--- src/rtl/core/dtok_pkg.sv ---
// shared types, constants and character classes for the delimiter tokenizer
package dtok_pkg;

  localparam int unsigned DefTokenCapacity = 32;

  localparam logic [7:0] CharQuote = 8'h22;

  typedef enum logic [1:0] {
    ST_IDLE,
    ST_LOAD,
    ST_DELIM
  } dtok_state_e;

  function automatic logic is_delim(input logic [7:0] c);
    logic r;
    r = 1'b0;
    case (c) inside
      8'h3A, 8'h2E, 8'h2C, 8'h7B, 8'h7D, 8'h28, 8'h29, 8'h5B,
      8'h5D, 8'h3D, 8'h2B, 8'h2D, 8'h3B, 8'h22, 8'h27: r = 1'b1;
      default: r = 1'b0;
    endcase
    return r;
  endfunction

  function automatic logic is_space(input logic [7:0] c);
    return (c == 8'h20) || (c == 8'h09) || (c == 8'h0A);
  endfunction

endpackage

--- src/rtl/core/dtok_store.sv ---
// token character memory, one write port and one registered read port
module dtok_store #(
  parameter int unsigned TokenCapacity = dtok_pkg::DefTokenCapacity,
  parameter int unsigned AddrW = (TokenCapacity > 1) ? $clog2(TokenCapacity) : 1
) (
  input  logic             clk_i,
  input  logic             wr_en_i,
  input  logic [AddrW-1:0] wr_addr_i,
  input  logic [7:0]       wr_data_i,
  input  logic             rd_en_i,
  input  logic [AddrW-1:0] rd_addr_i,
  output logic [7:0]       rd_data_o
);
  import dtok_pkg::*;

  logic [7:0] mem [TokenCapacity];
  logic [7:0] rd_data_q;

  always_ff @(posedge clk_i) begin
    if (wr_en_i) begin
      mem[wr_addr_i] <= wr_data_i;
    end
  end

  // read data holds until the next read
  always_ff @(posedge clk_i) begin
    if (rd_en_i) begin
      rd_data_q <= mem[rd_addr_i];
    end
  end

  assign rd_data_o = rd_data_q;

endmodule

--- src/rtl/core/dtok_ctrl.sv ---
// tokenizer sequencer: collects bytes, drains tokens from the store, output register
module dtok_ctrl #(
  parameter int unsigned TokenCapacity = dtok_pkg::DefTokenCapacity,
  parameter int unsigned AddrW = (TokenCapacity > 1) ? $clog2(TokenCapacity) : 1,
  parameter int unsigned CountW = $clog2(TokenCapacity + 1)
) (
  input  logic             clk_i,
  input  logic             rst_ni,
  input  logic             in_valid_i,
  output logic             in_ready_o,
  input  logic [7:0]       input_byte_i,
  input  logic             end_of_input_i,
  output logic             out_valid_o,
  input  logic             out_ready_i,
  output logic [7:0]       token_char_o,
  output logic             token_last_o,
  output logic             is_delimiter_o,
  output logic             in_string_o,
  output logic             truncated_o,
  output logic             wr_en_o,
  output logic [AddrW-1:0] wr_addr_o,
  output logic [7:0]       wr_data_o,
  output logic             rd_en_o,
  output logic [AddrW-1:0] rd_addr_o,
  input  logic [7:0]       rd_data_i
);
  import dtok_pkg::*;

  dtok_state_e       state_q, state_d;
  logic [CountW-1:0] count_q, count_d;
  logic [AddrW-1:0]  idx_q, idx_d;
  logic              str_q, str_d;
  logic              ovf_q, ovf_d;
  logic [7:0]        delim_q, delim_d;

  logic              out_valid_q;
  logic [7:0]        out_char_q;
  logic              out_last_q, out_delim_q, out_str_q, out_trunc_q;

  logic              slot_free;
  logic              load;
  logic [7:0]        ld_char;
  logic              ld_last, ld_delim, ld_trunc;
  logic              idx_last;

  assign slot_free = !out_valid_q || out_ready_i;
  assign idx_last  = (CountW'(idx_q) + CountW'(1)) == count_q;

  always_ff @(posedge clk_i or negedge rst_ni) begin
    if (!rst_ni) begin
      state_q <= ST_IDLE;
      count_q <= '0;
      idx_q   <= '0;
      str_q   <= 1'b0;
      ovf_q   <= 1'b0;
    end else begin
      state_q <= state_d;
      count_q <= count_d;
      idx_q   <= idx_d;
      str_q   <= str_d;
      ovf_q   <= ovf_d;
    end
  end

  always_ff @(posedge clk_i) begin
    delim_q <= delim_d;
  end

  always_comb begin
    state_d    = state_q;
    count_d    = count_q;
    idx_d      = idx_q;
    str_d      = str_q;
    ovf_d      = ovf_q;
    delim_d    = delim_q;
    in_ready_o = 1'b0;
    wr_en_o    = 1'b0;
    wr_addr_o  = count_q[AddrW-1:0];
    wr_data_o  = input_byte_i;
    rd_en_o    = 1'b0;
    rd_addr_o  = idx_q;
    load       = 1'b0;
    ld_char    = rd_data_i;
    ld_last    = idx_last;
    ld_delim   = 1'b0;
    ld_trunc   = ovf_q;

    unique case (state_q)
      ST_IDLE: begin
        in_ready_o = 1'b1;
        if (in_valid_i) begin
          if (end_of_input_i) begin
            count_d = '0;
            ovf_d   = 1'b0;
            str_d   = 1'b0;
          end else if (is_delim(input_byte_i)) begin
            delim_d = input_byte_i;
            if (count_q == '0) begin
              state_d = ST_DELIM;
            end else begin
              // fetch the first pending character
              rd_en_o   = 1'b1;
              rd_addr_o = '0;
              idx_d     = '0;
              state_d   = ST_LOAD;
            end
          end else if (!(is_space(input_byte_i) && !str_q)) begin
            if (count_q < CountW'(TokenCapacity)) begin
              wr_en_o = 1'b1;
              count_d = count_q + CountW'(1);
            end else begin
              ovf_d = 1'b1;
            end
          end
        end
      end
      ST_LOAD: begin
        if (slot_free) begin
          load = 1'b1;
          if (idx_last) begin
            state_d = ST_DELIM;
          end else begin
            // prefetch the next character while this one goes out
            rd_en_o   = 1'b1;
            rd_addr_o = idx_q + AddrW'(1);
            idx_d     = idx_q + AddrW'(1);
          end
        end
      end
      ST_DELIM: begin
        ld_char  = delim_q;
        ld_last  = 1'b1;
        ld_delim = 1'b1;
        ld_trunc = 1'b0;
        if (slot_free) begin
          load    = 1'b1;
          count_d = '0;
          ovf_d   = 1'b0;
          if (delim_q == CharQuote) begin
            str_d = !str_q;
          end
          state_d = ST_IDLE;
        end
      end
      default: begin
        state_d = ST_IDLE;
      end
    endcase
  end

  always_ff @(posedge clk_i or negedge rst_ni) begin
    if (!rst_ni) begin
      out_valid_q <= 1'b0;
    end else if (load) begin
      out_valid_q <= 1'b1;
    end else if (out_ready_i) begin
      out_valid_q <= 1'b0;
    end
  end

  always_ff @(posedge clk_i) begin
    if (load) begin
      out_char_q  <= ld_char;
      out_last_q  <= ld_last;
      out_delim_q <= ld_delim;
      out_str_q   <= str_q;
      out_trunc_q <= ld_trunc;
    end
  end

  assign out_valid_o    = out_valid_q;
  assign token_char_o   = out_char_q;
  assign token_last_o   = out_last_q;
  assign is_delimiter_o = out_delim_q;
  assign in_string_o    = out_str_q;
  assign truncated_o    = out_trunc_q;

endmodule

--- src/rtl/core/delimiter_tokenizer.sv ---
// delimiter tokenizer top level
// A byte that is not a delimiter is taken while idle and written to the token
// store (or dropped, for whitespace outside a string or past the capacity). A
// delimiter with characters pending is handled in steps before the next byte is
// accepted: it is taken and the first character fetched, each character is read
// out of the store's single read port, and then the delimiter token goes out;
// the readout and the delimiter token wait while the output side stalls. A
// delimiter with nothing pending goes straight to its token. End of input emits
// nothing. Results leave through an output register, so a byte may be accepted
// while the last result still waits to be taken.
module delimiter_tokenizer #(
  parameter int unsigned TokenCapacity = dtok_pkg::DefTokenCapacity
) (
  input  logic       clk_i,
  input  logic       rst_ni,
  input  logic       in_valid_i,
  output logic       in_ready_o,
  input  logic [7:0] input_byte_i,
  input  logic       end_of_input_i,
  output logic       out_valid_o,
  input  logic       out_ready_i,
  output logic [7:0] token_char_o,
  output logic       token_last_o,
  output logic       is_delimiter_o,
  output logic       in_string_o,
  output logic       truncated_o
);
  import dtok_pkg::*;

  localparam int unsigned AddrW = (TokenCapacity > 1) ? $clog2(TokenCapacity) : 1;
  localparam int unsigned CountW = $clog2(TokenCapacity + 1);

  logic             wr_en, rd_en;
  logic [AddrW-1:0] wr_addr, rd_addr;
  logic [7:0]       wr_data, rd_data;

  dtok_ctrl #(
    .TokenCapacity(TokenCapacity),
    .AddrW        (AddrW),
    .CountW       (CountW)
  ) u_ctrl (
    .clk_i         (clk_i),
    .rst_ni        (rst_ni),
    .in_valid_i    (in_valid_i),
    .in_ready_o    (in_ready_o),
    .input_byte_i  (input_byte_i),
    .end_of_input_i(end_of_input_i),
    .out_valid_o   (out_valid_o),
    .out_ready_i   (out_ready_i),
    .token_char_o  (token_char_o),
    .token_last_o  (token_last_o),
    .is_delimiter_o(is_delimiter_o),
    .in_string_o   (in_string_o),
    .truncated_o   (truncated_o),
    .wr_en_o       (wr_en),
    .wr_addr_o     (wr_addr),
    .wr_data_o     (wr_data),
    .rd_en_o       (rd_en),
    .rd_addr_o     (rd_addr),
    .rd_data_i     (rd_data)
  );

  dtok_store #(
    .TokenCapacity(TokenCapacity),
    .AddrW        (AddrW)
  ) u_store (
    .clk_i    (clk_i),
    .wr_en_i  (wr_en),
    .wr_addr_i(wr_addr),
    .wr_data_i(wr_data),
    .rd_en_i  (rd_en),
    .rd_addr_i(rd_addr),
    .rd_data_o(rd_data)
  );

endmodule

--- config.mk ---
export PLATFORM = sky130hd
export DESIGN_NAME = delimiter_tokenizer
export DESIGN_NICKNAME = d
export VERILOG_FILES = /design/src/rtl/core/dtok_pkg.sv /design/src/rtl/core/dtok_store.sv /design/src/rtl/core/dtok_ctrl.sv /design/src/rtl/core/delimiter_tokenizer.sv
export SDC_FILE = /design/constraint.sdc
export NUM_CORES = 1
export LEC_CHECK = 0
export BUFFER_PORTS_ARGS = -buffer_cell sky130_fd_sc_hd__buf_4
export CAP_MARGIN = 20
export CORE_MARGIN = 2
export CORE_UTILIZATION = 23
export DETAILED_ROUTE_END_ITERATION = 16
export HOLD_SLACK_MARGIN = 0.12
export PLACE_DENSITY = 0.35
export SYNTH_ARGS = -nofsm -noshare
export SYNTH_HDL_FRONTEND = slang
export SYNTH_SLANG_ARGS = --single-unit
--- constraint.sdc ---
create_clock -name clk_i -period 3.2 [get_ports clk_i]
set_input_delay 0.32 -clock clk_i [delete_from_list [all_inputs] [get_ports clk_i]]
set_output_delay 0.32 -clock clk_i [all_outputs]
set_load 0.02 [all_outputs]
* Word-level counts from Yosys, hierarchy flattened *
Memory sizes are Yosys's and may differ from the RTL's. A register that Yosys moved wholly into a read port is not among the register bits.
Cells that the tools add are included.

cells by class
  add/subtract/negate cells = 3
  order comparisons = 1
  eq/ne operators = 34
  multiplexer cells = 60
  bitwise operators = 1
  reduce and logical (&&, ||, !) cells = 17

operator list
  cell                                                                     number
  8-bit by 6-bit == test with 1-bit output, second input constant          13
  6-bit 2-to-1 mux                                                         6
  1-bit 2-to-1 mux                                                         34
  8-bit by 7-bit == test with 1-bit output, second input constant          4
  5-bit 2-to-1 mux                                                         6
  6-bit AND reduction                                                      3
  8-bit by 4-bit == test with 1-bit output, second input constant          2
  15-bit OR reduction                                                      1
  2-bit 2-to-1 mux                                                         7
  6-bit case mux with 2 select lines                                       1
  2-bit by 1-bit inequality test with 1-bit output, second input constant  5
  5-bit case mux with 2 select lines                                       1
  3-bit inequality test, second input constant                             3
  8-bit 2-to-1 mux                                                         1
  5-bit by 1-bit adder with 6-bit output, second input constant            1
  6-bit by 1-bit adder with 6-bit output, second input constant            1
  6-bit == test                                                            1
  6-bit logical NOT                                                        1
  6-bit < comparator, second input constant                                1
  2-bit inequality test, second input constant                             3
  1-bit case mux with 2 select lines                                       3
  2-bit case mux with 3 select lines                                       1
  5-bit by 1-bit adder with 5-bit output, second input constant            1
  5-bit AND reduction                                                      1
  other kinds (11)                                                         15

word-level totals
  bits in registers = 36
  bits in writable memories = 256
  bits of input ports = 13
  output and inout port bits = 14
  word-level logic and storage cells = 129
  memories kept = 1

memories
  memory       words  bits a word  rd ports  clocked after Yosys merged registers in  write ports  RTL line          source
  u_store.mem  32     8            1         1                                        1            dtok_store.sv:16  logic [7:0] mem [TokenCapacity];

* Longest topological paths before layout *
Gate-level depths: netlist (run 1).

  word-level depth = 12
  depth in mapped cells = 15

* Cells and area by module *
Synthesis (run 1) repeated with hierarchy kept, for this count alone.

second synthesis, totals
  cells, all modules = 618
  area, all modules = 12,239.2 µm²

by module, submodules not included
  module      times used  cells each  area each (µm²)
  dtok_store  1           417         10,133.5
  dtok_ctrl   1           201         2,105.8

* Worst setup path before layout (run 1) *
Ideal clock, no wire load.

  path type = register to register
  start point = register u_ctrl.idx_q[1]
  end point = register u_store.rd_data_q[6], in the netlist u_store.rd_data_o[6], read port of u_store.mem (data pin)
  setup time = 268 ps
  arrival time = 2,952 ps
  slack = -20 ps
  stages on the path, launching flop included = 15
  clock period less this slack = 3,220 ps
  cell sequence = dfrtp_1 ha_1 and3b_1 o221a_2 or2_4 a21o_1 a211oi_4 inv_2 buf_4 buf_6 and2_1 a211oi_1 a21oi_1 o21ai_1 nand4_1

between the ends
  cells in the longest elaborated chain, start to end = 5
  elaborated cells on any way between the ends = 13
  classes of those cells = add/sub (2); eq/ne (1); mux (10)

ends and longest elaborated chain
  what                                                                                             RTL line                          source
  start: declaration                                                                               dtok_ctrl.sv:31                   logic [AddrW-1:0] idx_q, idx_d;
  start signal: assignment                                                                         dtok_ctrl.sv:59                   idx_q <= idx_d;
  5-bit by 1-bit adder with 6-bit output / 5-bit 2-to-1 mux (equally long branches)                --
  6-bit == test / 5-bit 2-to-1 mux (equally long branches)                                         dtok_ctrl.sv:47, dtok_ctrl.sv:96
  5-bit 2-to-1 mux (tied with other cells)                                                         dtok_ctrl.sv:120                  if (idx_last) begin
  5-bit 2-to-1 mux (tied with other cells)                                                         --
  5-bit case mux with 2 select lines / 1-bit case mux with 2 select lines (equally long branches)  dtok_ctrl.sv:88                   unique case (state_q)
  end: declaration                                                                                 dtok_store.sv:17                  logic [7:0] rd_data_q;

Parallel ways exist; a longest one is shown, timed or not.
A chain may end at the register's enable or synchronous reset.

* Final worst setup path (run 1) *
  start point = register u_ctrl.idx_q[1]
  end point = register u_store.rd_data_q[3], in the netlist u_store.rd_data_o[3], read port of u_store.mem (data pin)

Same word-level chain as after synthesis.

==> reports/qor.txt, run 1 <==
Rows -> 86
status -> finished with violations
wire per inst -> 22.6 um
unrepaired setup endpoints after global routing -> yes
Final Instance Area -> 17700 um2
clock buffer depth -> 3
global-route wire length before repair -> 63700 um
Routed WL -> 44100 um
Mapped Avg Cell Area -> 13.8 um2
die area -> 57700 um2
pwr/cell area -> 834 nW/um2
die height -> 240 um
cell accounting for the most synthesized area -> edfxtp_1
final slew viol count -> 0
Seq pwr share -> 31.2%
Initial Utilization -> 23.3%
total track usage -> 15.6%
DP HPWL -> 31000 um
Buf+Inv Stages, Crit Path -> 2
Cell variety after synth -> 68
worst vdd ir -> 418 uV
clock power share -> 28.4%
Hold Path Class -> input port to asynchronous set/reset pin
H-tree levels -> 2
die width -> 240 um
critical path's slowest cell -> dfrtp_2
highest clock rate -> 290 MHz
Critical Path RT -> 3470 ps
logic gate share of total power -> 40.4%
worst-margin pin slew -> 559 ps
Root Driver -> clkbuf_16
final net count -> 1197
cells on worst reg2reg path -> 13
initial antenna violation count -> 3
Post-synth top cells -> edfxtp_1 (284), nand2_1 (169), mux2i_1 (71)
Main synth FF type -> edfxtp_1
Post-Route Skew -> 17.1 ps
net switching power -> 5040 uW
reg2reg end -> u_store.rd_data_o[3]
Final Worst Setup Slack -> -246 ps
clk sinks -> 300
Core Box Area -> 55100 um2
routability cong. -> 0.811
area post-placement -> 15400 um2
clk_lat worst skew -> 560 ps
DRT Pass-1 Iters -> 5
mapped cell area -> 12800 um2
Power, Total -> 14800 uW
Startpoint Class -> flop
fin crit share -> 108%
Worst Setup End Kind -> flop
Yosys top cell area share -> 66.5%
syn_nets -> 948
CTS tree -> yes
DRC -> 0
LEAKAGE -> 0.00632 uW
Area growth syn-to-layout -> 38.0%
CP most frequent cell -> nand2_1
R2R setup slack -> -250 ps
vias in the first global route -> 8819
critical-path maximum fanout -> 23
Synth Register Bits -> 300
most common cell in the netlist -> edfxtp_1
final hold violations -> 0
internal power -> 9730 uW
failing checks -> negative setup slack
CTS buffer count -> 37
sequential fraction of the synthesis area -> 69.6%
number of synthesized flops with an enable pin -> 284
share of layout cells above drive strength 1 -> 34.1%
CP startpoint -> u_ctrl.idx_q[1]
setup TNS -> -1570 ps
num ports -> 27
R2R Path Start -> u_ctrl.idx_q[1]
Final setup viols -> 8
max_slew headroom -> 62.8%
DR iter-0 viols -> 585
via count -> 8663
peak per-stage delay on the critical path -> 430 ps
grt total ovfl -> 0
Final min period -> 3450 ps
hold slack -> 165 ps
CP delay by family, top -> compound AO/OA/AOI/OAI gates
largest net degree at the start of global routing -> 28
asr flop ratio synth -> 5.33%
Antenna Nets Post-Route -> 0
critical path arrival -> 3720 ps
Ys Warns -> 0
Clock transition at path regs -> 70 ps
crit path kind -> flop to flop
Syn Inst Count -> 927
CP Cell Sequence -> ha_4 > and3b_1 > o221a_4 > or2_4 > a21o_1 > a211oi_4 > inv_4 > buf_4 > nand2_1 > nand2_1 > o2111ai_2 > and3_4 > o221ai_4
Place WS -> -918 ps
# port buffers -> 26
synth top area cells -> edfxtp_1 (66%), mux2i_1 (5.5%), nand2_1 (4.9%)
Max Cap Violations -> 0
Sw Ratio -> 34.1%
vias per cell -> 4.44
Antenna Cells -> 0
[sequential cells by signal, indices dropped and copies added, names as in the netlist]
register               flops
u_store.mem              256
u_ctrl.delim_q             8
u_ctrl.token_char_o        8
u_ctrl.count_q             6
u_ctrl.state_q             2
u_ctrl.str_q               1
u_ctrl.token_last_o        1
u_ctrl.is_delimiter_o      1
u_ctrl.truncated_o         1
u_ctrl.in_string_o         1
u_ctrl.out_valid_o         1
u_store.rd_data_o          8
u_ctrl.idx_q               5
u_ctrl.ovf_q               1
[timing repair]
action,in CTS,in global routing
setup endpoints to repair,8,8
hold buffers,2,0
buffers inserted,23,9
pin swaps,23,22
gates resized for setup,89,48
gates cloned,1,1
endpoints found under the hold margin,17,0
[kinds of logic after synthesis]
family                   Yosys count  share of synthesized area (%)
AO/OA/AOI/OAI                    122                           7.35
XOR/XNOR                           7                          0.478
adder cells (fa/ha/maj)            8                          0.780
buffers and inverters             62                           2.72
flip-flops                       300                           69.6
multiplexers                      82                           6.53
AND/OR/NAND/NOR                  346                           12.5
[worst max path at each step]
| stage | end | cells past startpoint |
|---|---|---|
| floorplan | u_store.rd_data_o[6] | 14 |
| global placement | u_store.rd_data_o[5] | 14 |
| detailed placement | u_store.rd_data_o[5] | 14 |
| finish | u_store.rd_data_o[3] | 13 |
| global route | u_store.rd_data_o[5] | 15 |
| CTS | u_store.rd_data_o[5] | 14 |
[layout make-up]
class                      instances  area, um2
sequential                       300       8930
tap                              748        936
clock inverter                    21        195
fill                            5583      37400
clock buffer                      46       1000
inverter                          13       63.8
multi-input combinational        565       4320
timing repair buffer             259       2260
[layout by cell type, fill, tap and decap left out, types with 8 or more instances in the layout]
cell type / Yosys / layout
dfrtp_1: 16 / 15
mux2_2: 10 / 10
nand4_1: 17 / 17
mux2i_1: 71 / 60
nand2b_1: 8 / 8
nand2_1: 169 / 169
o21ai_0: 18 / 16
buf_12: 2 / 14
edfxtp_1: 284 / 284
nand3_1: 56 / 47
buf_6: 5 / 14
nor2_1: 41 / 41
a21oi_1: 11 / 10
buf_4: 5 / 223
inv_1: 10 / 10
clkinv_1: 1 / 12
clkbuf_16: 0 / 40
nand3_2: 0 / 9
[power groups by stage]
| stage | Combinational (uW) | Clock, uW | Sequential [uW] |
|---|---|---|---|
| global route | 6360 | 4460 | 4620 |
| CTS | 5630 | 4320 | 4610 |
| global placement | 4700 | 0 | 4690 |
| floorplan | 2240 | 0 | 4760 |
| finish | 5960 | 4200 | 4610 |
| detailed placement | 4670 | 0 | 4690 |
[routing by layer]
layer / vias up / track usage, % / share of wire (%)
met4: 2 / 5.29 / 2.8
met5: - / 0 / 0.029
met3: 54 / 2.39 / 3.5
li1: 4044 / - / -
met2: 174 / 25.1 / 47
met1: 4389 / 21.5 / 47
[through the flow]
stage | util (%) | instances
after global placement | 27.9 | 1855
after floorplan | - | 927
after detailed placement | 27.9 | 1855
after CTS | 31.5 | 1947
after global routing | 32.1 | 1952
final | 32.1 | 1952
Note: power is estimated with default switching activity, not from simulation.
==> inputs of run 2 (changes only) <==
- ABC_AREA: not set -> 1
- CORE_MARGIN: 2 -> 1
==> reports/qor.txt, run 2 <==
CTS buffer count -> 38
global-route wire length before repair -> 69200 um
total track usage -> 15.2%
vias in the first global route -> 10070
Syn Inst Count -> 1383
Clock transition at path regs -> 60 ps
worst-margin pin slew -> 1180 ps
Final Worst Setup Slack -> 157 ps
via count -> 10373
DRC -> 0
final hold violations -> 0
max FFs per register -> 256
critical path's slowest cell -> dfrtp_1
cells on worst reg2reg path -> 22
reg2reg end -> u_store.rd_data_o[4]
clock buffer depth -> 3
Core Util, Final -> 29.4%
Critical Path RT -> 3510 ps
number of synthesized flops with an enable pin -> 284
LEAKAGE -> 0.00726 uW
Post-Route Skew -> 11.0 ps
final slew viol count -> 0
clk sinks -> 300
Hold Path Class -> input port to flop
status -> complete, no violations
syn_nets -> 1404
vias per cell -> 4.45
Antenna Cells -> 0
leading cell types in the layout, fill and taps excluded -> nand3_1 (295), edfxtp_1 (284), nand2_1 (252), inv_1 (216), buf_4 (132)
Antenna Nets Post-Route -> 0
die width -> 249 um
CTS tree -> yes
num ports -> 27
sequential fraction of the synthesis area -> 63.5%
synth top area cells -> edfxtp_1 (61%), nand3_1 (11%), nand2_1 (6.8%)
DRT Pass-1 Iters -> 5
FILL cells -> 6318
share of layout cells above drive strength 1 -> 16.5%
fin crit share -> 95.1%
hold endpoint -> u_ctrl.count_q[3]
Mapped Avg Cell Area -> 10.2 um2
Core Box Area -> 60400 um2
critical-path maximum fanout -> 10
critical path arrival -> 3350 ps
commonest non-fill, non-tap cell in the layout -> nand3_1
Worst Setup End Kind -> flop
asr flop ratio synth -> 5.33%
Max Cap Violations -> 0
Area growth syn-to-layout -> 26.2%
die height -> 249 um
highest clock rate -> 329 MHz
Cell variety after synth -> 38
largest net degree at the start of global routing -> 49
Routed WL -> 50000 um
H-tree levels -> 2
mapped cell area -> 14100 um2
R2R setup slack -> 160 ps
Rows -> 90
Final min period -> 3040 ps
cell accounting for the most synthesized area -> edfxtp_1
Startpoint Class -> flop
Placed Cells -> 2233
Ys Warns -> 0
DR iter-0 viols -> 691
min-delay src -> end_of_input_i
Post-synth top cells -> nand3_1 (299), edfxtp_1 (284), nand2_1 (256)
Power, Total -> 15000 uW
pwr/cell area -> 847 nW/um2
clk_lat worst skew -> 560 ps
Yosys top cell area share -> 60.7%
R2R Path Start -> u_ctrl.idx_q[1]
CP Cell Sequence -> ha_4 > inv_1 > nand2_1 > nand2_1 > nor2_2 > inv_1 > nor2_1 > nand3_1 > nor2_1 > nor2_1 > nand2_2 > nand2_8 > nand2_8 > buf_12 > clkbuf_16 > nand2_1 > nand3_1 > nand3_1 > nand3_1 > nand2_1 > nand2_1 > nand2_1
Initial Utilization -> 23.3%
Reg with most FFs -> u_store.mem
Synth Register Bits -> 300
die area -> 62100 um2
max_slew headroom -> 21.2%
Place WS -> -475 ps
hold path depth -> 4
wire per inst -> 21.5 um
Final setup viols -> 0
initial antenna violation count -> 0
worst vdd ir -> 338 uV
Root Driver -> clkbuf_16
Finished Layout Cells -> 2329
# port buffers -> 26
peak per-stage delay on the critical path -> 410 ps
final net count -> 1543
DP HPWL -> 30100 um
Main synth FF type -> edfxtp_1
setup TNS -> 0 ps
crit path kind -> flop to flop
routability cong. -> 0.809
CP most frequent cell -> nand2_1
most common cell in the netlist -> nand3_1
grt total ovfl -> 0
-- run 2: cell count changes after synthesis, sizes merged, moves of 10 or more --
cell,delta
mux2,-11
mux2i,-71
inv,+211
a221oi,-10
a31oi,-14
buf,+33
a32oi,-15
and3,-11
nand2,+90
nand3b,+80
nand3,+246
nor2,+35
nand4,-12
-- run 2: worst max path at each step --
stage               slack, ps                    to  cells after the start       startpoint
CTS                         3  u_store.rd_data_o[7]                     21  u_ctrl.idx_q[1]
finish                    160  u_store.rd_data_o[4]                     22  u_ctrl.idx_q[1]
global placement         -450  u_store.rd_data_o[7]                     22  input_byte_i[7]
global route              -20  u_store.rd_data_o[7]                     20  u_ctrl.idx_q[1]
detailed placement       -480  u_store.rd_data_o[7]                     22  input_byte_i[7]
floorplan                 710  u_store.rd_data_o[0]                     19  u_ctrl.idx_q[1]
-- run 2: timing repair --
action / 4_1_cts / 5_1_grt
setup buffers: 3 / 16
hold buffers: 1 / 0
endpoints found under the hold margin: 16 / 0
endpoints found under the setup margin: 8 / 8
pin swaps: 1 / 6
cloned: 2 / 9
gates resized for setup: 3 / 20
-- run 2: where the power goes --
group          switching, uW  internal (uW)
Sequential              93.0           4570
Clock                   1720           2260
Combinational           4050           2350
-- run 2: critical path, delay by kind of cell (launching register included) --
family	cells	cell delay [ps]
AND/OR/NAND/NOR	17	1650
buffers and inverters	4	420
flip-flops	1	410
adder cells (fa/ha/maj)	1	300
-- run 2: routing by layer --
layer  up-vias  GRT usage (%)  routed length [um]
li1       4930              -                   -
met1      5147           21.7               24300
met2       236           23.4               22200
met3        60           3.01                2540
met4         0           4.00                 954
met5         -              0                   0
-- run 2: final cells by class --
cell class | count | area, um2 | area share [%]
tap | 782 | 978 | 5.51
clock buffer | 45 | 977 | 5.51
sequential | 300 | 8930 | 50.3
multi-input combinational | 782 | 3970 | 22.4
inverter | 225 | 848 | 4.78
clock inverter | 20 | 136 | 0.768
timing repair buffer | 175 | 1910 | 10.7
-- run 2: logic make-up after synthesis --
| logic type | synth area share, % |
|---|---|
| and+or+nand+nor | 25.0 |
| buffers and inverters | 8.91 |
| DFF | 63.5 |
| AOI/OAI and AO/OA | 1.74 |
| adders and majority gates | 0.712 |
| xor gates and xnor gates | 0.125 |
-- run 2: stage by stage --
stage          hold slack (ps)  area (um2)
2_1_floorplan             24.4       14100
3_3_place_gp               223       16000
3_5_place_dp               224       16000
4_1_cts                    125       17300
5_1_grt                    196       17700
6_report                   139       17700
